File: src/hw/rtl/two_button_gesture_recognizer_defines.svh
`ifndef TWO_BUTTON_GESTURE_RECOGNIZER_DEFINES_SVH
`define TWO_BUTTON_GESTURE_RECOGNIZER_DEFINES_SVH

// same-cycle implication, checked outside reset
`define TBGR_ASSERT_IMPLIES(label, clk, rst_n, ante, cons) \
    label: assert property (@(posedge clk) disable iff (!rst_n) (ante) |-> (cons)) \
        else $error("%m: implication check failed");

// next-cycle implication, checked outside reset
`define TBGR_ASSERT_NEXT(label, clk, rst_n, ante, cons) \
    label: assert property (@(posedge clk) disable iff (!rst_n) (ante) |=> (cons)) \
        else $error("%m: next-cycle check failed");

`endif

File: src/hw/rtl/tbgr_pkg.sv
`default_nettype none

package tbgr_pkg;

    localparam int TICK_COUNT_BITS = 10;
    localparam int SIMUL_BITS      = 8;
    localparam int HOLD_BITS       = 10;
    localparam int DOUBLE_BITS     = 8;
    localparam int CMP_BITS        = (TICK_COUNT_BITS > HOLD_BITS) ? TICK_COUNT_BITS : HOLD_BITS;
    localparam int CFG_INDEX_BITS  = 2;
    localparam int CFG_DATA_BITS   = HOLD_BITS;

    localparam logic [CFG_INDEX_BITS-1:0] REG_SIMUL_TICKS  = 2'd0;
    localparam logic [CFG_INDEX_BITS-1:0] REG_HOLD_TICKS   = 2'd1;
    localparam logic [CFG_INDEX_BITS-1:0] REG_DOUBLE_TICKS = 2'd2;

    localparam logic [SIMUL_BITS-1:0]  SIMUL_RESET  = 8'd8;
    localparam logic [HOLD_BITS-1:0]   HOLD_RESET   = 10'd134;
    localparam logic [DOUBLE_BITS-1:0] DOUBLE_RESET = 8'd20;

    typedef enum logic [2:0] {
        PH_IDLE    = 3'b001,
        PH_PRESSED = 3'b010,
        PH_WAIT    = 3'b100
    } phase_t;

    typedef enum logic [2:0] {
        GEST_L_SINGLE   = 3'd0,
        GEST_L_DOUBLE   = 3'd1,
        GEST_L_HOLD     = 3'd2,
        GEST_R_SINGLE   = 3'd3,
        GEST_R_DOUBLE   = 3'd4,
        GEST_R_HOLD     = 3'd5,
        GEST_BOTH_PRESS = 3'd6,
        GEST_BOTH_HOLD  = 3'd7
    } gesture_t;

    typedef struct packed {
        logic [SIMUL_BITS-1:0]  simul_ticks;
        logic [HOLD_BITS-1:0]   hold_ticks;
        logic [DOUBLE_BITS-1:0] double_ticks;
    } cfg_t;

    typedef struct packed {
        phase_t                     phase;
        logic [TICK_COUNT_BITS-1:0] elapsed;
        logic                       left_involved;
        logic                       right_involved;
        logic                       left_consumed;
        logic                       right_consumed;
        logic                       hold_reported;
        logic                       left_single_waiting;
        logic                       right_single_waiting;
    } state_t;

    // up to two gestures caused by one tick, g0 first
    typedef struct packed {
        logic [1:0] cnt;
        gesture_t   g0;
        gesture_t   g1;
    } res_t;

    function automatic res_t put_gesture(res_t r, gesture_t g);
        res_t o;
        o = r;
        if (r.cnt == 2'd0)
        begin
            o.g0 = g;
        end
        else
        begin
            o.g1 = g;
        end
        o.cnt = r.cnt + 2'd1;
        return o;
    endfunction

    function automatic state_t end_gesture(state_t s);
        state_t o;
        o = s;
        o.phase          = PH_IDLE;
        o.left_involved  = 1'b0;
        o.right_involved = 1'b0;
        o.left_consumed  = 1'b0;
        o.right_consumed = 1'b0;
        o.hold_reported  = 1'b0;
        return o;
    endfunction

endpackage

`default_nettype wire

File: src/hw/rtl/tbgr_step.sv
`default_nettype none

// next state and gestures for one sampling tick
module tbgr_step
(
    input  tbgr_pkg::state_t cur,
    input  tbgr_pkg::cfg_t   cfg,
    input  logic             left_pressed,
    input  logic             right_pressed,
    output tbgr_pkg::state_t nxt,
    output tbgr_pkg::res_t   res
);

    logic                                 btn_down;
    logic                                 do_start;
    logic [tbgr_pkg::TICK_COUNT_BITS-1:0] el_inc;
    logic [tbgr_pkg::CMP_BITS-1:0]        el_cmp;
    tbgr_pkg::state_t                     s;
    tbgr_pkg::res_t                       r;

    assign btn_down = left_pressed | right_pressed;
    // saturating tick count
    assign el_inc = (cur.elapsed == '1) ? cur.elapsed
                                        : tbgr_pkg::TICK_COUNT_BITS'(cur.elapsed + 1'b1);
    assign el_cmp = tbgr_pkg::CMP_BITS'(el_inc);

    always_comb
    begin
        s        = cur;
        r        = '{cnt: 2'd0, g0: tbgr_pkg::GEST_L_SINGLE, g1: tbgr_pkg::GEST_L_SINGLE};
        do_start = 1'b0;
        unique case (cur.phase)
            tbgr_pkg::PH_PRESSED:
            begin
                s.elapsed = el_inc;
                if (el_cmp <= tbgr_pkg::CMP_BITS'(cfg.simul_ticks))
                begin
                    if (left_pressed && !cur.left_consumed)
                    begin
                        s.left_involved = 1'b1;
                    end
                    if (right_pressed && !cur.right_consumed)
                    begin
                        s.right_involved = 1'b1;
                    end
                end
                if (btn_down)
                begin
                    if (!cur.hold_reported && el_cmp >= tbgr_pkg::CMP_BITS'(cfg.hold_ticks))
                    begin
                        s.hold_reported = 1'b1;
                        if (s.left_involved && s.right_involved)
                        begin
                            r = tbgr_pkg::put_gesture(r, tbgr_pkg::GEST_BOTH_HOLD);
                        end
                        else if (s.left_involved)
                        begin
                            r = tbgr_pkg::put_gesture(r, tbgr_pkg::GEST_L_HOLD);
                        end
                        else if (s.right_involved)
                        begin
                            r = tbgr_pkg::put_gesture(r, tbgr_pkg::GEST_R_HOLD);
                        end
                    end
                end
                else if (cur.hold_reported)
                begin
                    s = tbgr_pkg::end_gesture(s);
                end
                else if (s.left_involved && s.right_involved)
                begin
                    r = tbgr_pkg::put_gesture(r, tbgr_pkg::GEST_BOTH_PRESS);
                    s = tbgr_pkg::end_gesture(s);
                end
                else
                begin
                    s.left_single_waiting  = cur.left_single_waiting | s.left_involved;
                    s.right_single_waiting = cur.right_single_waiting | s.right_involved;
                    s.phase                = tbgr_pkg::PH_WAIT;
                    s.elapsed              = '0;
                    s.left_involved        = 1'b0;
                    s.right_involved       = 1'b0;
                end
            end
            tbgr_pkg::PH_WAIT:
            begin
                if (btn_down)
                begin
                    do_start = 1'b1;
                end
                else
                begin
                    s.elapsed = el_inc;
                    if (el_cmp >= tbgr_pkg::CMP_BITS'(cfg.double_ticks))
                    begin
                        if (cur.left_single_waiting)
                        begin
                            r = tbgr_pkg::put_gesture(r, tbgr_pkg::GEST_L_SINGLE);
                        end
                        if (cur.right_single_waiting)
                        begin
                            r = tbgr_pkg::put_gesture(r, tbgr_pkg::GEST_R_SINGLE);
                        end
                        s.left_single_waiting  = 1'b0;
                        s.right_single_waiting = 1'b0;
                        s = tbgr_pkg::end_gesture(s);
                    end
                end
            end
            default:
            begin
                s.phase  = tbgr_pkg::PH_IDLE;
                do_start = btn_down;
            end
        endcase

        // new gesture; a pending single of the same button becomes a double
        if (do_start)
        begin
            s.phase          = tbgr_pkg::PH_PRESSED;
            s.elapsed        = '0;
            s.left_involved  = left_pressed;
            s.right_involved = right_pressed;
            s.left_consumed  = 1'b0;
            s.right_consumed = 1'b0;
            s.hold_reported  = 1'b0;
            if (cur.left_single_waiting && left_pressed)
            begin
                s.left_single_waiting = 1'b0;
                r                     = tbgr_pkg::put_gesture(r, tbgr_pkg::GEST_L_DOUBLE);
                s.left_involved       = 1'b0;
                s.left_consumed       = 1'b1;
            end
            if (cur.right_single_waiting && right_pressed)
            begin
                s.right_single_waiting = 1'b0;
                r                      = tbgr_pkg::put_gesture(r, tbgr_pkg::GEST_R_DOUBLE);
                s.right_involved       = 1'b0;
                s.right_consumed       = 1'b1;
            end
        end

        nxt = s;
        res = r;
    end

endmodule

`default_nettype wire

File: src/hw/rtl/two_button_gesture_recognizer.sv
// two-button gesture recognizer: single, double, hold and both-button gestures
// input stream: one transaction per sampling tick, s_axis_tdata bit 0 = left
//   level, bit 1 = right level (1 = down); all timing is counted in ticks
// output stream: one transaction per gesture, m_axis_tdata[2:0] = gesture code,
//   m_axis_tlast high on the last gesture caused by a tick; a tick may cause
//   zero, one or two gestures
// config channel: cfg_index 0 simul_ticks, 1 hold_ticks, 2 double_ticks;
//   always ready, write only while no tick is in flight
// path: a tick is captured in the input register, evaluated in one pass
//   once the result register can take its gestures, and they are loaded into
//   the result register, which offers them on the output stream
// throughput: one tick per cycle while each tick gives at most one gesture
//   and m_axis_tready stays high; a tick with two gestures holds the following
//   tick while the two-entry result register drains one gesture per cycle
// stall: when the receiver holds m_axis_tready low, the result register and
//   the input register fill and s_axis_tready drops; nothing is lost
// reset: idle phase, no pending singles, registers back to 8/134/20,
//   both streams empty
`default_nettype none

`include "two_button_gesture_recognizer_defines.svh"

module two_button_gesture_recognizer
(
    input  logic                                clk,
    input  logic                                rst_n,
    input  logic                                s_axis_tvalid,
    output logic                                s_axis_tready,
    input  logic [7:0]                          s_axis_tdata,  // left_pressed, right_pressed
    output logic                                m_axis_tvalid,
    input  logic                                m_axis_tready,
    output logic [7:0]                          m_axis_tdata,  // gesture[2:0]
    output logic                                m_axis_tlast,
    input  logic                                cfg_valid,
    output logic                                cfg_ready,
    input  logic [tbgr_pkg::CFG_INDEX_BITS-1:0] cfg_index,
    input  logic [tbgr_pkg::CFG_DATA_BITS-1:0]  cfg_data
);

    // configuration registers
    tbgr_pkg::cfg_t   cfg_reg;
    // gesture state
    tbgr_pkg::state_t state_reg;
    tbgr_pkg::state_t state_next;
    // input register
    logic             in_valid_reg;
    logic             in_left_reg;
    logic             in_right_reg;
    // result register, up to two gestures of one tick
    tbgr_pkg::res_t   res_reg;
    tbgr_pkg::res_t   res_next;
    tbgr_pkg::res_t   step_res;

    logic             s_fire;
    logic             m_fire;
    logic             step_fire;

    assign cfg_ready = 1'b1;

    always_ff @(posedge clk or negedge rst_n)
    begin
        if (!rst_n)
        begin
            cfg_reg.simul_ticks  <= tbgr_pkg::SIMUL_RESET;
            cfg_reg.hold_ticks   <= tbgr_pkg::HOLD_RESET;
            cfg_reg.double_ticks <= tbgr_pkg::DOUBLE_RESET;
        end
        else if (cfg_valid && cfg_ready)
        begin
            // writes to an unlisted index are dropped
            unique case (cfg_index)
                tbgr_pkg::REG_SIMUL_TICKS:
                begin
                    cfg_reg.simul_ticks <= cfg_data[tbgr_pkg::SIMUL_BITS-1:0];
                end
                tbgr_pkg::REG_HOLD_TICKS:
                begin
                    cfg_reg.hold_ticks <= cfg_data[tbgr_pkg::HOLD_BITS-1:0];
                end
                tbgr_pkg::REG_DOUBLE_TICKS:
                begin
                    cfg_reg.double_ticks <= cfg_data[tbgr_pkg::DOUBLE_BITS-1:0];
                end
                default:
                begin
                end
            endcase
        end
    end

    assign m_fire = m_axis_tvalid && m_axis_tready;

    // evaluate the held tick once the result register is empty or empties now
    assign step_fire = in_valid_reg &&
                       ((res_reg.cnt == 2'd0) || ((res_reg.cnt == 2'd1) && m_fire));

    assign s_axis_tready = !in_valid_reg || step_fire;
    assign s_fire        = s_axis_tvalid && s_axis_tready;

    always_ff @(posedge clk or negedge rst_n)
    begin
        if (!rst_n)
        begin
            in_valid_reg <= 1'b0;
        end
        else if (s_axis_tready)
        begin
            in_valid_reg <= s_axis_tvalid;
        end
    end

    always_ff @(posedge clk)
    begin
        if (s_fire)
        begin
            in_left_reg  <= s_axis_tdata[0];
            in_right_reg <= s_axis_tdata[1];
        end
    end

    tbgr_step u_step
    (
        .cur           (state_reg),
        .cfg           (cfg_reg),
        .left_pressed  (in_left_reg),
        .right_pressed (in_right_reg),
        .nxt           (state_next),
        .res           (step_res)
    );

    always_ff @(posedge clk or negedge rst_n)
    begin
        if (!rst_n)
        begin
            state_reg <= '{phase: tbgr_pkg::PH_IDLE, default: '0};
        end
        else if (step_fire)
        begin
            state_reg <= state_next;
        end
    end

    // result register: load a new pair, or shift out one gesture
    always_comb
    begin
        res_next = res_reg;
        if (step_fire)
        begin
            res_next = step_res;
        end
        else if (m_fire)
        begin
            res_next.g0  = res_reg.g1;
            res_next.cnt = res_reg.cnt - 2'd1;
        end
    end

    always_ff @(posedge clk or negedge rst_n)
    begin
        if (!rst_n)
        begin
            res_reg <= '{cnt: 2'd0, g0: tbgr_pkg::GEST_L_SINGLE, g1: tbgr_pkg::GEST_L_SINGLE};
        end
        else
        begin
            res_reg <= res_next;
        end
    end

    assign m_axis_tvalid = (res_reg.cnt != 2'd0);
    assign m_axis_tdata  = {5'd0, res_reg.g0};
    // the head is the last gesture of its tick when it is alone
    assign m_axis_tlast  = (res_reg.cnt == 2'd1);

    // result register never holds more than one tick's worth
    `TBGR_ASSERT_IMPLIES(a_res_cnt_range, clk, rst_n, 1'b1, res_reg.cnt != 2'd3)

    // a tick is only evaluated when its gestures cannot overwrite waiting ones
    `TBGR_ASSERT_IMPLIES(a_no_overwrite, clk, rst_n, step_fire,
                         (res_reg.cnt == 2'd0) || m_fire)

    // a two-gesture tick shows a non-last gesture first
    `TBGR_ASSERT_NEXT(a_pair_order, clk, rst_n, step_fire && (step_res.cnt == 2'd2),
                      m_axis_tvalid && !m_axis_tlast)

endmodule

`default_nettype wire

File: config.mk
export PLATFORM = sky130hd
export DESIGN_NAME = two_button_gesture_recognizer
export DESIGN_NICKNAME = d
export VERILOG_FILES = /design/src/hw/rtl/tbgr_pkg.sv /design/src/hw/rtl/tbgr_step.sv /design/src/hw/rtl/two_button_gesture_recognizer.sv
export VERILOG_INCLUDE_DIRS = /design/src /design/src/hw/rtl
export SDC_FILE = /design/constraint.sdc
export NUM_CORES = 1
export LEC_CHECK = 0
export BUFFER_PORTS_ARGS = -buffer_cell sky130_fd_sc_hd__buf_4
export CELL_PAD_IN_SITES_DETAIL_PLACEMENT = 0
export CELL_PAD_IN_SITES_GLOBAL_PLACEMENT = 1
export CORE_MARGIN = 2
export CORE_UTILIZATION = 40
export CTS_CLUSTER_DIAMETER = 30
export DETAILED_ROUTE_END_ITERATION = 8
export HOLD_SLACK_MARGIN = 0.12
export MAX_ROUTING_LAYER = met4
export PLACE_DENSITY_LB_ADDON = 0.12
export SLEW_MARGIN = 20
export SYNTH_ARGS = -nofsm -noshare
export SYNTH_HDL_FRONTEND = slang
export SYNTH_SLANG_ARGS = --single-unit
File: constraint.sdc
create_clock -name clk -period 9.45 [get_ports clk]
set_input_delay 0.4725 -clock clk [delete_from_list [all_inputs] [get_ports clk]]
set_output_delay 0.4725 -clock clk [all_outputs]
set_load 0.03 [all_outputs]
* After elaboration in Yosys (flattened, before gate mapping)
Index checks and enable logic that the tools add are counted.
** Word-level totals
- Register bits after elaboration :: 57
- Input bits :: 25
- Word-level logic and storage cells :: 125
- Output and inout bits :: 12
** Cells by class
- Mux-type cells :: 53
- $add $sub $neg :: 5
- Order comparisons :: 3
- Equal/unequal tests :: 11
- Reduce and logical (&&, ||, !) cells :: 32
- Bitwise gates (word level) :: 3
** Operators by type and width (number)
- $mux 8 :: 15
- $mux 20 :: 4
- $pmux 17 s2 :: 1
- $mux 3 :: 7
- $mux 7 :: 3
- $mux 17 :: 1
- $pmux 8 s2 :: 1
- $mux 15 :: 1
- $mux 1 :: 11
- $add 10x1->10 const B :: 1
- $eq 10x10->1 const B :: 1
- $ge 10x10->1 :: 1
- $ge 10x8->1 :: 1
- $le 10x8->1 :: 1
- $logic_and 1x1->1 :: 10
- $logic_not 2->1 :: 5
- $mux 10 :: 1
- $mux 5 :: 2
- $mux 2 :: 4
- $reduce_and 4->1 :: 2
- $add 2x1->2 const B :: 3
- $ne 3x3->1 const B :: 2
- $pmux 3 s2 :: 1
- $reduce_and 2->1 :: 3
- 17 further kinds :: 25

* Depth between registers and ports, before layout
Gate-level depths: netlist (run 1).
- Word-level depth :: 21
- Mapped depth :: 24
- Gate-level depth less buffers :: 23

* Modules after synthesis
Synthesis (run 1) repeated with hierarchy kept, for this count alone.
** Second synthesis, totals
- Cells, all modules :: 379
- Area, all modules :: 4045.1 sq um
** Modules (own cells, without submodules)
- two_button_gesture_recognizer :: sequential area each 1445.1 sq um, area each 2419.8 sq um, cells each 150, times used 1
- tbgr_step :: sequential area each 0.0 sq um, area each 1625.3 sq um, cells each 229, times used 1

* Least setup slack after synthesis (run 1)
Ideal clock, no wire load.
- Kind :: register -> register
- From :: register state_reg[7] in the netlist's numbering
- To :: register res_reg[7] in the netlist's numbering
- Path buffers :: 1
- Data required time :: 9.329 ns
- Cell stages (with the launch flop) :: 25
- Period minus slack after synthesis :: 4.600 ns
- Setup time :: 0.121 ns
- Setup slack :: 4.850 ns
- Arrival :: 4.479 ns
- Cell sequence :: dfrtp_1 > ha_1 > nand3_2 > nor2_1 > and3_1 > clkbuf_1 > nor2_1 > nand3_1 > xnor2_1 > ha_1 > and4_1 > o21ai_0 > a41o_1 > o211ai_1 > a2111o_1 > o221ai_2 > inv_1 > ha_1 > nand3_1 > and2_1 > ha_1 > and3_1 > a41oi_1 > o211ai_1 > a22o_1
** Between the ends
- Longest elaborated chain between the ends :: 18
- Elaborated cells on any way between the ends :: 27
- Classes of those cells :: add/sub: 3; order compare: 3; eq/ne: 1; mux: 18; reduce/logical: 2
** RTL lines
- start: declaration :: RTL line two_button_gesture_recognizer.sv:43 : tbgr_pkg::state_t state_reg;
- start signal: assignment :: RTL line two_button_gesture_recognizer.sv:139 : state_reg <= state_next;
- $add 10x1->10 / $eq 10x10->1 (equally long branches) :: RTL line tbgr_step.sv:24, tbgr_step.sv:23
- $mux 10 * :: RTL line tbgr_step.sv:23 : assign el_inc = (cur.elapsed == '1) ? cur.elapsed
- $le 10x8->1 :: RTL line tbgr_step.sv:36 : if (el_cmp <= tbgr_pkg::CMP_BITS'(cfg.simul_ticks))
- $mux 2 :: RTL line tbgr_step.sv:36
- $mux 2 :: RTL line tbgr_step.sv:32 : unique case (cur.phase)
- $mux 7 :: RTL line tbgr_step.sv:60 : else if (s.right_involved)
- $mux 8 :: RTL line tbgr_step.sv:56 : else if (s.left_involved)
- $mux 8 :: RTL line tbgr_step.sv:52 : if (s.left_involved && s.right_involved)
- (+2 left out)
- $pmux 8 s2 * :: RTL line tbgr_step.sv:32
- $add 2x1->2 :: RTL line tbgr_pkg.sv:74 : o.cnt = r.cnt + 2'd1;
- $mux 8 :: RTL line tbgr_step.sv:127 : if (cur.left_single_waiting && left_pressed)
- $mux 8 :: RTL line tbgr_step.sv:118 : if (do_start)
- $add 2x1->2 :: RTL line tbgr_pkg.sv:74
- $mux 8 :: RTL line tbgr_step.sv:134 : if (cur.right_single_waiting && right_pressed)
- $mux 8 * :: RTL line tbgr_step.sv:118
- $mux 5 * :: RTL line two_button_gesture_recognizer.sv:147 : if (step_fire)
- end signal: assignment :: RTL line two_button_gesture_recognizer.sv:162 : res_reg <= '{cnt: 2'd0, g0: tbgr_pkg::GEST_L_SINGLE, g1: tbgr_pkg::GEST_L_SINGLE};
- end signal: assignment :: RTL line two_button_gesture_recognizer.sv:166 : res_reg <= res_next;
- end: declaration :: RTL line two_button_gesture_recognizer.sv:50 : tbgr_pkg::res_t res_reg;
Mark *: on every way between the ends. The rest lies on a longest branch, timed or not. The select of a mux whose other input is x is not followed.
A chain may end at the register's enable or synchronous reset.

* Worst setup path in the final report (run 1)
Same ends and word-level chain as after synthesis.

==> impl_metrics.csv, run 1 <==
group,metric,value,unit
finish,diodes,0,
cts,cts.sink_count,57,
power,p_leak,0.00191,uW
power,p_int,586,uW
cts,holdBufCountCts,0,
yosys,ys_warn_count,0,
grt,grt_max_degree,56,
yosys,synth_largest_area_cell,"dfrtp_1",
critical_path,cp_slowest_cell,"dfrtp_1",
finish,multi_input_area,2060,sq um
yosys,synth-edff-count,2,
yosys,synth-main-ff-cell,"dfrtp_1",
yosys,synth_seq_area_share,38.7,%
grt,antenna_found_initial,0,
critical_path,path_cells,"ha_1 -> nand3_2 -> nor2_1 -> and3_1 -> nor2_1 -> nand3_1 -> xnor2_1 -> ha_1 -> and4_1 -> o21ai_0 -> a41o_1 -> a31oi_2 -> or2_1 -> o221ai_2 -> inv_1 -> ha_1 -> nand3_1 -> and2_1 -> ha_1 -> and3_1 -> a41oi_1 -> o211ai_1 -> a22o_1",
placed_design,place_inst,514,
yosys,yosysUniqueCellTypes,65,
cts,postCtsSetupBuffers,0,
grt,grt_usage,19.0,%
critical_path,critPathMostFrequentCell,"ha_1",
critical_path,worst-path-max-fanout,7,
finish,layout-drive-gt1-share,19.3,%
floorplan,initial_core_util,40.8,%
power,p_sw,429,uW
sta,clock_skew,0.0138,ns
finish,largest_register_ffs,26,
yosys,ys_ff_latch,57,
sta,timing.hold.ws,0.174,ns
yosys,ys_top_cells_by_count,"dfrtp_1 (48), nand2_1 (44), ha_1 (34)",
drt,vias,2881,
cts,tritoncts,"built",
cts,htreeDepth,3,
yosys,yosys-top-cells-area,"dfrtp_1 (32%), ha_1 (11%), mux2_2 (5.7%)",
floorplan,rows,35,
finish,nNetsFinal,473,
yosys,synth_top_area_share,32.2,%
finish,n_fill_cell,915,
sta,relSlewSlack,41.1,%
finish,finalNonFillerCells,530,
yosys,synth_async_sr_flop_share,96.5,%
floorplan,io_pins,37,
sta,finalSetupTns,0,ns
placed_design,placed_cell_area,3970,sq um
cts,clk_pin_slew,0.08,ns
power,p_sw_share,42.3,%
power,seqPwrFrac,34.9,%
critical_path,worstPathArrival,5.48,ns
sta,finalCritPeriodShare,55.5,%
grt,grtUsageMet1,26.2,%
critical_path,crit_path_end_kind,"register",
placed_design,io_buffers,24,
critical_path,worst-path-buf-inv,1,
drt,post_drt_wl_per_cell,16.1,um
grt,use_met3,3.61,%
sta,setup-violations-final,0,
grt,grt_pass1_wl,14.5,mm
grt,grt_pass1_vias,2834,
cts,clock_latency,0.35,ns
grt,grt-busiest-layer,"met2",
drt,drc,0,
power,power,1020,uW
placed_design,place_hpwl,6.29,mm
drt,viasPerCell,5.44,
drt,drtAntennaViolNets,0,
cts,cts_inserted_buffers,9,
drt,drt-total-wl,8.52,mm
finish,synthToLayoutAreaGrowth,11.0,%
finish,design_area,4140,sq um
power,clock_power_share,20.4,%
cts,root_buffer,"clkbuf_8",
sta,worst_pin_slew,0.859,ns
sta,max_freq,191,MHz
sta,hold_viol_final,0,
run,maxCapViolCount,0,
outcome,run_status,"finished clean",
sta,final-max-slew-violation-count,0,
critical_path,crit_type,"register to register",
placed_design,gpl.final_weighted_congestion,0.873,
worst_hold_path,hold_path_class,"input port to asynchronous set/reset pin",
floorplan,die_h,101,um
power,power.share.combinational,44.7,%
critical_path,cp_data_required_time,9.68,ns
floorplan,core-area,9150,sq um
critical_path,cp-start-kind,"register",
yosys,avgSynthCellArea,9.49,sq um
grt,gr-usage-met2,28.4,%
critical_path,reg2reg_slack,4.20,ns
grt,overflow,0,
sta,min_period,5.25,ns
sta,rsz0062_at_grt,"false",
cts,clockBufferDepth,2,
power,power.density,245,nW/um^2
drt,drt-initial-drc-count,116,
power,ir_drop,74.3,uV
drt,drt_pass1_iterations,4,
critical_path,critical_path.top_delay_family,"simple AND/OR/NAND/NOR gates",
finish,seq_area,1450,sq um
yosys,synth.most_common_cell,"dfrtp_1",
yosys,netlist_instances,393,
cts,ctsResizeCount,0,
floorplan,fp.dieArea,10100,sq um
critical_path,cpPeakStageDelay,0.46,ns
yosys,syn-cell-area,3730,sq um
floorplan,fp.dieW,101,um
[per-layer routing]
| metal | share of wire (%) | routed length [um] |
|---|---|---|
| met1 | 49 | 4150 |
| met2 | 47 | 4000 |
| met3 | 3.0 | 254 |
| met4 | 1.4 | 116 |
| met5 | 0 | 0 |
[power by group through the flow]
stage	registers [uW]	logic (uW)	clock network (uW)
6_report	354	454	207
5_1_grt	363	516	224
4_1_cts	354	458	212
3_5_place_dp	359	456	0
3_3_place_gp	357	455	0
2_1_floorplan	341	348	0
[through the flow]
step,utilization (%),setup slack [ns]
2_1_floorplan,-,4.85
3_3_place_gp,43.3,4.23
3_5_place_dp,43.3,4.22
4_1_cts,45.2,4.19
5_1_grt,45.2,3.69
6_report,45.2,4.20
[layout by cell type, fill, tap and decap left out, types with 3 or more instances in the layout]
| cell type | instances |
|---|---|
| mux2_2 | 19 |
| ha_1 | 34 |
| and3_1 | 5 |
| clkinvlp_4 | 3 |
| nand3_1 | 11 |
| or3_1 | 3 |
| a31oi_1 | 3 |
| nor2b_1 | 7 |
| dfrtp_1 | 48 |
| o211ai_1 | 3 |
| a22o_1 | 9 |
| and2_1 | 5 |
| a21oi_1 | 14 |
| nand2_1 | 44 |
| buf_4 | 27 |
| nand2b_1 | 9 |
| nand4_1 | 3 |
| a211oi_1 | 3 |
| o21a_1 | 4 |
| a21o_1 | 4 |
| nor3_1 | 4 |
| conb_1 | 6 |
| o21ai_0 | 21 |
| dfstp_2 | 7 |
| nor2_1 | 22 |
| clkbuf_8 | 10 |
| xnor2_1 | 5 |
| inv_1 | 33 |
[kinds of logic (layout without fill, tap and decap cells)]
group | after synthesis | count (layout) | synth area share, %
muxes | 21 | 21 | 6.27
and+or+nand+nor | 127 | 127 | 17.0
DFF | 57 | 57 | 38.7
other | 2 | 6 | 0.201
xor gates and xnor gates | 6 | 6 | 1.41
buffers and inverters | 54 | 76 | 6.54
AOI/OAI and AO/OA | 92 | 92 | 18.5
adders and majority gates | 34 | 34 | 11.4
[final timing paths]
| check | cells past startpoint | endpoint | start |
|---|---|---|---|
| max in group asynchronous | 1 | state_reg[5]$_DFFE_PN0P_ | rst_n |
| min | 1 | res_reg[2]$_DFFE_PN0P_ | rst_n |
| max | 23 | res_reg[7]$_DFFE_PN0P_ | state_reg[7]$_DFFE_PN0P_ |
| min reg2reg | 2 | res_reg[2]$_DFFE_PN0P_ | res_reg[2]$_DFFE_PN0P_ |
| min in group clk | 1 | in_left_reg$_DFFE_PP_ | s_axis_tdata[0] |
| max reg2reg | 23 | res_reg[7]$_DFFE_PN0P_ | state_reg[7]$_DFFE_PN0P_ |
[cell type report]
type | count | area share, %
clock buffers | 11 | 3.41
well taps | 111 | 3.35
multi-input cells | 286 | 49.7
clock inverters | 5 | 0.785
repair buffers | 27 | 4.89
flip-flops and latches | 57 | 34.9
inverters | 33 | 2.99
Power figures use the tool's default switching activity.
==> run 2: changes to the inputs <==
==> constraint.sdc (replaced) <==
create_clock -name clk -period 5.15 [get_ports clk]
set_input_delay 0.2575 -clock clk [delete_from_list [all_inputs] [get_ports clk]]
set_output_delay 0.2575 -clock clk [all_outputs]
set_load 0.03 [all_outputs]
==> run 2 against run 1 <==
Against the previous run: wire length grew 4.1%; core utilization grew 1.7 points; largest power group unchanged; clock skew shrank 0.0050 ns.
==> impl_metrics.csv, run 2 (synthesis gave the netlist of run 1 again) <==
group,metric,value,unit
outcome,run_status,"finished clean",
floorplan,fp.dieArea,10100,sq um
drt,post_drt_wl_per_cell,16.3,um
critical_path,path_cells,"ha_1 -> nand3_2 -> nor2_1 -> and3_1 -> nor2_2 -> nor2b_1 -> or2_2 -> ha_1 -> and4_1 -> o21ai_0 -> a41o_1 -> o211ai_1 -> a2111o_1 -> o221ai_2 -> inv_1 -> ha_1 -> nand3_1 -> and2_1 -> ha_1 -> and3_1 -> a41oi_1 -> o211ai_1 -> a22o_1",
grt,overflow,0,
floorplan,io_pins,37,
floorplan,fp.dieW,101,um
placed_design,gpl.final_weighted_congestion,0.879,
placed_design,io_buffers,24,
sta,finalCritPeriodShare,93.6,%
critical_path,critPathMostFrequentCell,"ha_1",
cts,cts.sink_count,57,
power,ir_drop,180,uV
critical_path,rr_startpoint,"state_reg[8]$_DFFE_PN0P_",
critical_path,regToRegEndpoint,"res_reg[7]$_DFFE_PN0P_",
cts,clock_latency,0.33,ns
critical_path,crit_type,"register to register",
sta,max_freq,208,MHz
critical_path,worst-path-max-fanout,6,
finish,utilization,46.9,%
sta,rsz0062_at_grt,"false",
drt,route.met3.wl,180,um
drt,vias,2941,
placed_design,place_inst,526,
critical_path,crit_path_end_kind,"register",
drt,top_layer,"met4",
critical_path,worstPathArrival,5.05,ns
sta,worst_pin_slew,0.842,ns
grt,grt_usage,19.7,%
drt,drt-total-wl,8.88,mm
grt,antenna_found_initial,0,
critical_path,cpPeakStageDelay,0.44,ns
critical_path,reg2reg_slack,0.33,ns
sta,clock_skew,0.00881,ns
drt,drtAntennaViolNets,0,
worst_hold_path,min_to,"cfg_reg[20]$_DFFE_PN0P_",
grt,grt_pass1_vias,2874,
cts,clockBufferDepth,2,
power,power,1930,uW
sta,setup-violations-final,0,
drt,wl_met2,4.09,mm
sta,min_period,4.82,ns
power,p_leak,0.00200,uW
run,maxCapViolCount,0,
placed_design,place_hpwl,6.58,mm
finish,layout-drive-gt1-share,21.6,%
cts,cts_inserted_buffers,9,
critical_path,cp-start-kind,"register",
cts,tritoncts,"built",
floorplan,die_h,101,um
worst_hold_path,hold_path_class,"input port to register",
floorplan,rows,35,
critical_path,ff2ff_path_depth,23,
floorplan,core-area,9150,sq um
grt,grt_max_degree,56,
sta,hold_viol_final,0,
worst_hold_path,hold_depth,3,
power,power.density,450,nW/um^2
finish,nNetsFinal,489,
sta,finalSetupTns,0,ns
cts,root_buffer,"clkbuf_8",
sta,final-max-slew-violation-count,0,
worst_hold_path,worstHoldStart,"cfg_data[2]",
finish,largest_register_ffs,26,
drt,viasPerCell,5.39,
critical_path,cp_slowest_cell,"a2111o_1",
critical_path,cp_data_required_time,5.38,ns
cts,htreeDepth,3,
drt,drt_pass1_iterations,4,
finish,layout_common_cells,"dfrtp_1 (48), nand2_1 (44), buf_4 (39), ha_1 (34), inv_1 (33)",
cts,clk_pin_slew,0.07,ns
drt,drc,0,
drt,drt-met1-wl,4.54,mm
floorplan,initial_core_util,40.8,%
finish,finalNonFillerCells,546,
grt,grt_pass1_wl,15.0,mm
finish,diodes,0,
finish,layout.cells.most_common,"dfrtp_1",
sta,relSlewSlack,42.3,%
finish,synthToLayoutAreaGrowth,15.1,%
drt,drt-initial-drc-count,95,
run 2: layout make-up:
cell class,count,area [sq um]
Sequential cell,57,1450
Timing Repair Buffer,43,333
Clock inverter,7,71.3
Multi-Input combinational cell,286,2060
Fill cell,909,4860
Tap cell,111,139
Inverter,33,124
Clock buffer,9,124
run 2: report_power, final:
part	switching, uW	leakage [uW]	internal, uW
clock network	197	0.0000929	222
logic	517	0.00120	350
registers	83.1	0.000703	562
total	798	0.00200	1130
run 2: per-stage QoR:
stage / area, sq um / hold slack [ns] / setup WS (ns)
6_report: 4300 / 0.141 / 0.331
5_1_grt: 4300 / 0.129 / 0.00106
4_1_cts: 4290 / 0.127 / 0.275
3_5_place_dp: 4060 / 0.373 / 0.302
3_3_place_gp: 4060 / 0.371 / 0.366
2_1_floorplan: 3750 / -0.0381 / 0.550
run 2: worst max-delay path by stage:
stage	startpoint	endpoint
after floorplan	state_reg[7]$_DFFE_PN0P_	res_reg[7]$_DFFE_PN0P_
after global placement	state_reg[8]$_DFFE_PN0P_	res_reg[7]$_DFFE_PN0P_
after detailed placement	state_reg[8]$_DFFE_PN0P_	res_reg[7]$_DFFE_PN0P_
after CTS	state_reg[8]$_DFFE_PN0P_	res_reg[7]$_DFFE_PN0P_
after global routing	state_reg[8]$_DFFE_PN0P_	m_axis_tdata[1]$_DFFE_PN0P_
final	state_reg[8]$_DFFE_PN0P_	res_reg[7]$_DFFE_PN0P_
run 2: critical path: cells and delay by family, from the launching register on:
kind / cells / cell delay (ns)
compound gates: 8 / 1.50
simple gates: 10 / 1.57
fa+ha+maj: 4 / 1.11
flops: 1 / 0.43
buf+inv: 1 / 0.08
run 2: per-layer routing:
| layer | up-vias | track usage, % |
|---|---|---|
| met5 | - | - |
| met4 | 0 | 4.43 |
| met3 | 9 | 4.16 |
| met2 | 26 | 29.7 |
| met1 | 1440 | 27.4 |
| li1 | 1466 | - |
run 2: timing repair:
action                                  CTS  global route
hold endpoints to repair                 51             0
endpoints found under the setup margin    0             2
hold buffers                              4             0
buffers inserted                          0             0
resized for setup                         0             1
==> run 3: changes to the inputs <==
--- a/config.mk
+++ b/config.mk
@@ -6,6 +6,7 @@
 export SDC_FILE = /design/constraint.sdc
 export NUM_CORES = 1
 export LEC_CHECK = 0
+export ABC_AREA = 1
 export BUFFER_PORTS_ARGS = -buffer_cell sky130_fd_sc_hd__buf_4
 export CELL_PAD_IN_SITES_DETAIL_PLACEMENT = 0
 export CELL_PAD_IN_SITES_GLOBAL_PLACEMENT = 1
==> run 3 against run 2 <==
Against the previous run: register-to-register slack gained 0.45 ns; hold slack gained 0.043 ns; core utilization shrank 0.071 points; global-route usage shrank 1.4 points; wire length shrank 2.6%; via count grew 8.9%.
==> impl_metrics.csv, run 3 <==
group,metric,value,unit
run,maxCapViolCount,0,
finish,layout-drive-gt1-share,14.5,%
cts,clock_latency,0.33,ns
yosys,yosys-top-cells-area,"dfrtp_1 (31%), nand2_1 (11%), ha_1 (11%)",
cts,cts.sink_count,57,
power,p_leak,0.00221,uW
cts,root_buffer,"clkbuf_8",
worst_hold_path,worstHoldStart,"cfg_data[8]",
yosys,ys_top_cells_by_count,"nand2_1 (115), inv_1 (87), dfrtp_1 (48)",
outcome,run_status,"finished clean",
yosys,synth_largest_area_cell,"dfrtp_1",
sta,setup-violations-final,0,
finish,design_area,4350,sq um
yosys,avgSynthCellArea,7.60,sq um
finish,utilization,46.9,%
finish,layout.cells.most_common,"nand2_1",
floorplan,initial_core_util,41.4,%
placed_design,dp_slack,0.810,ns
critical_path,critPathMostFrequentCell,"nand2_1",
placed_design,place_hpwl,6.48,mm
worst_hold_path,hold_depth,3,
sta,worst_pin_slew,0.821,ns
finish,seq_area,1450,sq um
sta,finalCritPeriodShare,84.9,%
finish,largest_register_ffs,26,
cts,ctsResizeCount,0,
critical_path,rr_startpoint,"state_reg[7]$_DFFE_PN0P_",
power,seqPwrFrac,29.2,%
cts,clk_pin_slew,0.07,ns
power,power.share.combinational,51.3,%
cts,tritoncts,"built",
power,power.density,524,nW/um^2
critical_path,cp_slowest_cell,"dfrtp_1",
grt,overflow,0,
cts,cts_inserted_buffers,9,
floorplan,io_pins,37,
worst_hold_path,min_to,"cfg_reg[16]$_DFFE_PN0P_",
critical_path,cpPeakStageDelay,0.43,ns
critical_path,crit_path_end_kind,"register",
grt,grt_max_degree,56,
finish,n_fill_cell,963,
yosys,ys_warn_count,0,
yosys,syn-cell-area,3850,sq um
floorplan,rows,35,
floorplan,core-area,9280,sq um
drt,drtAntennaViolNets,0,
drt,drt_pass1_iterations,4,
placed_design,io_buffers,24,
sta,finalSetupTns,0,ns
grt,grt_pass1_wl,14.4,mm
drt,drt-initial-drc-count,157,
power,clock_power_share,19.5,%
critical_path,crit_type,"register to register",
yosys,synth_seq_area_share,37.6,%
yosys,ys_ff_latch,57,
sta,relSlewSlack,45.1,%
power,p_int,1230,uW
critical_path,ff2ff_path_depth,33,
critical_path,regToRegEndpoint,"m_axis_tdata[0]$_DFFE_PN0P_",
yosys,synth_top_area_share,31.2,%
finish,multi_input_area,1970,sq um
sta,min_period,4.37,ns
drt,drt-total-wl,8.64,mm
floorplan,fp.dieW,102,um
finish,nNetsFinal,592,
sta,hold_viol_final,0,
grt,grt_pass1_vias,2930,
worst_hold_path,hold_path_class,"input port to register",
grt,grt_usage,18.4,%
yosys,netlist_instances,506,
yosys,yosysUniqueCellTypes,40,
power,ir_drop,185,uV
finish,diodes,0,
critical_path,cp-start-kind,"register",
finish,layout_common_cells,"nand2_1 (115), inv_1 (87), dfrtp_1 (48), o21ai_0 (38), ha_1 (34)",
placed_design,gpl.final_weighted_congestion,0.855,
yosys,synth-main-ff-cell,"dfrtp_1",
yosys,synth-edff-count,2,
power,p_sw_share,46.1,%
grt,antenna_found_initial,0,
sta,rsz0062_at_grt,"false",
drt,viasPerCell,4.80,
power,power,2280,uW
drt,vias,3204,
yosys,synth.most_common_cell,"nand2_1",
cts,postCtsSetupBuffers,0,
cts,htreeDepth,3,
sta,worst_slack,0.780,ns
drt,drc,0,
sta,clock_skew,0.00959,ns
floorplan,die_h,102,um
sta,final-max-slew-violation-count,0,
critical_path,worst-path-max-fanout,6,
floorplan,fp.dieArea,10400,sq um
yosys,synth_async_sr_flop_share,96.5,%
critical_path,reg2reg_slack,0.78,ns
finish,synthToLayoutAreaGrowth,13.1,%
placed_design,placed_cell_area,4110,sq um
power,p_sw,1050,uW
sta,max_freq,229,MHz
critical_path,worstPathArrival,4.63,ns
critical_path,cp_data_required_time,5.41,ns
drt,post_drt_wl_per_cell,13.0,um
cts,clockBufferDepth,2,
[run 3: per-layer routing]
metal / vias to the layer above / wire length [um] / track usage (%) / part of all wire [%]
li1: 1676 / - / - / -
met1: 1476 / 4670 / 27.5 / 54
met2: 47 / 3650 / 25.5 / 42
met3: 5 / 265 / 4.04 / 3.1
met4: 0 / 55 / 3.49 / 0.64
met5: - / 0 / - / 0
[run 3: how the worst max path moves through the flow]
stage / to / cells after the start / startpoint / slack, ns
global route: m_axis_tdata[0]$_DFFE_PN0P_ / 33 / state_reg[7]$_DFFE_PN0P_ / 0.27
global placement: m_axis_tdata[0]$_DFFE_PN0P_ / 31 / state_reg[7]$_DFFE_PN0P_ / 0.81
CTS: m_axis_tdata[0]$_DFFE_PN0P_ / 31 / state_reg[7]$_DFFE_PN0P_ / 0.77
finish: m_axis_tdata[0]$_DFFE_PN0P_ / 33 / state_reg[7]$_DFFE_PN0P_ / 0.78
floorplan: res_reg[7]$_DFFE_PN0P_ / 30 / state_reg[7]$_DFFE_PN0P_ / 1.37
detailed placement: m_axis_tdata[0]$_DFFE_PN0P_ / 31 / state_reg[7]$_DFFE_PN0P_ / 0.81
[run 3: power groups by stage]
stage,Combinational (uW),Clock (uW),Sequential [uW]
CTS,1170,457,665
finish,1170,444,666
global placement,1160,0,668
global route,1330,475,683
detailed placement,1160,0,672
floorplan,919,0,648
[run 3: logic make-up after synthesis]
family | share of synthesized area (%)
XOR/XNOR | 1.14
buffers and inverters | 11.5
AND/OR/NAND/NOR | 25.1
adder cells (fa/ha/maj) | 11.1
other | 0.195
flip-flops | 37.6
AO/OA/AOI/OAI | 13.4
[run 3: worst max-delay path, delay by kind of cell, from the launching register on]
kind,cells,cell delay (ns)
flip-flops,1,0.43
buffers and inverters,5,0.41
XOR/XNOR,1,0.23
adder cells (fa/ha/maj),4,0.99
AND/OR/NAND/NOR,21,1.95
AO/OA/AOI/OAI,2,0.32
[run 3: repair_timing]
action                     4_1_cts  5_1_grt
hold buffers                     3        0
hold endpoints to repair        50        0
setup endpoints to repair        0        0
[run 3: cell type report]
class                      instances  share of cell area, %
sequential                        57                   33.2
clock buffer                      14                   3.97
clock inverter                     2                  0.805
tap                              129                   3.71
timing repair buffer              29                   5.18
multi-input combinational        346                   45.4
inverter                          90                   7.77
[run 3: stage by stage]
stage,cells,hold slack (ns)
after floorplan,510,-0.0381
after global placement,648,0.367
after detailed placement,648,0.374
after CTS,667,0.177
after global routing,667,0.179
final,667,0.184
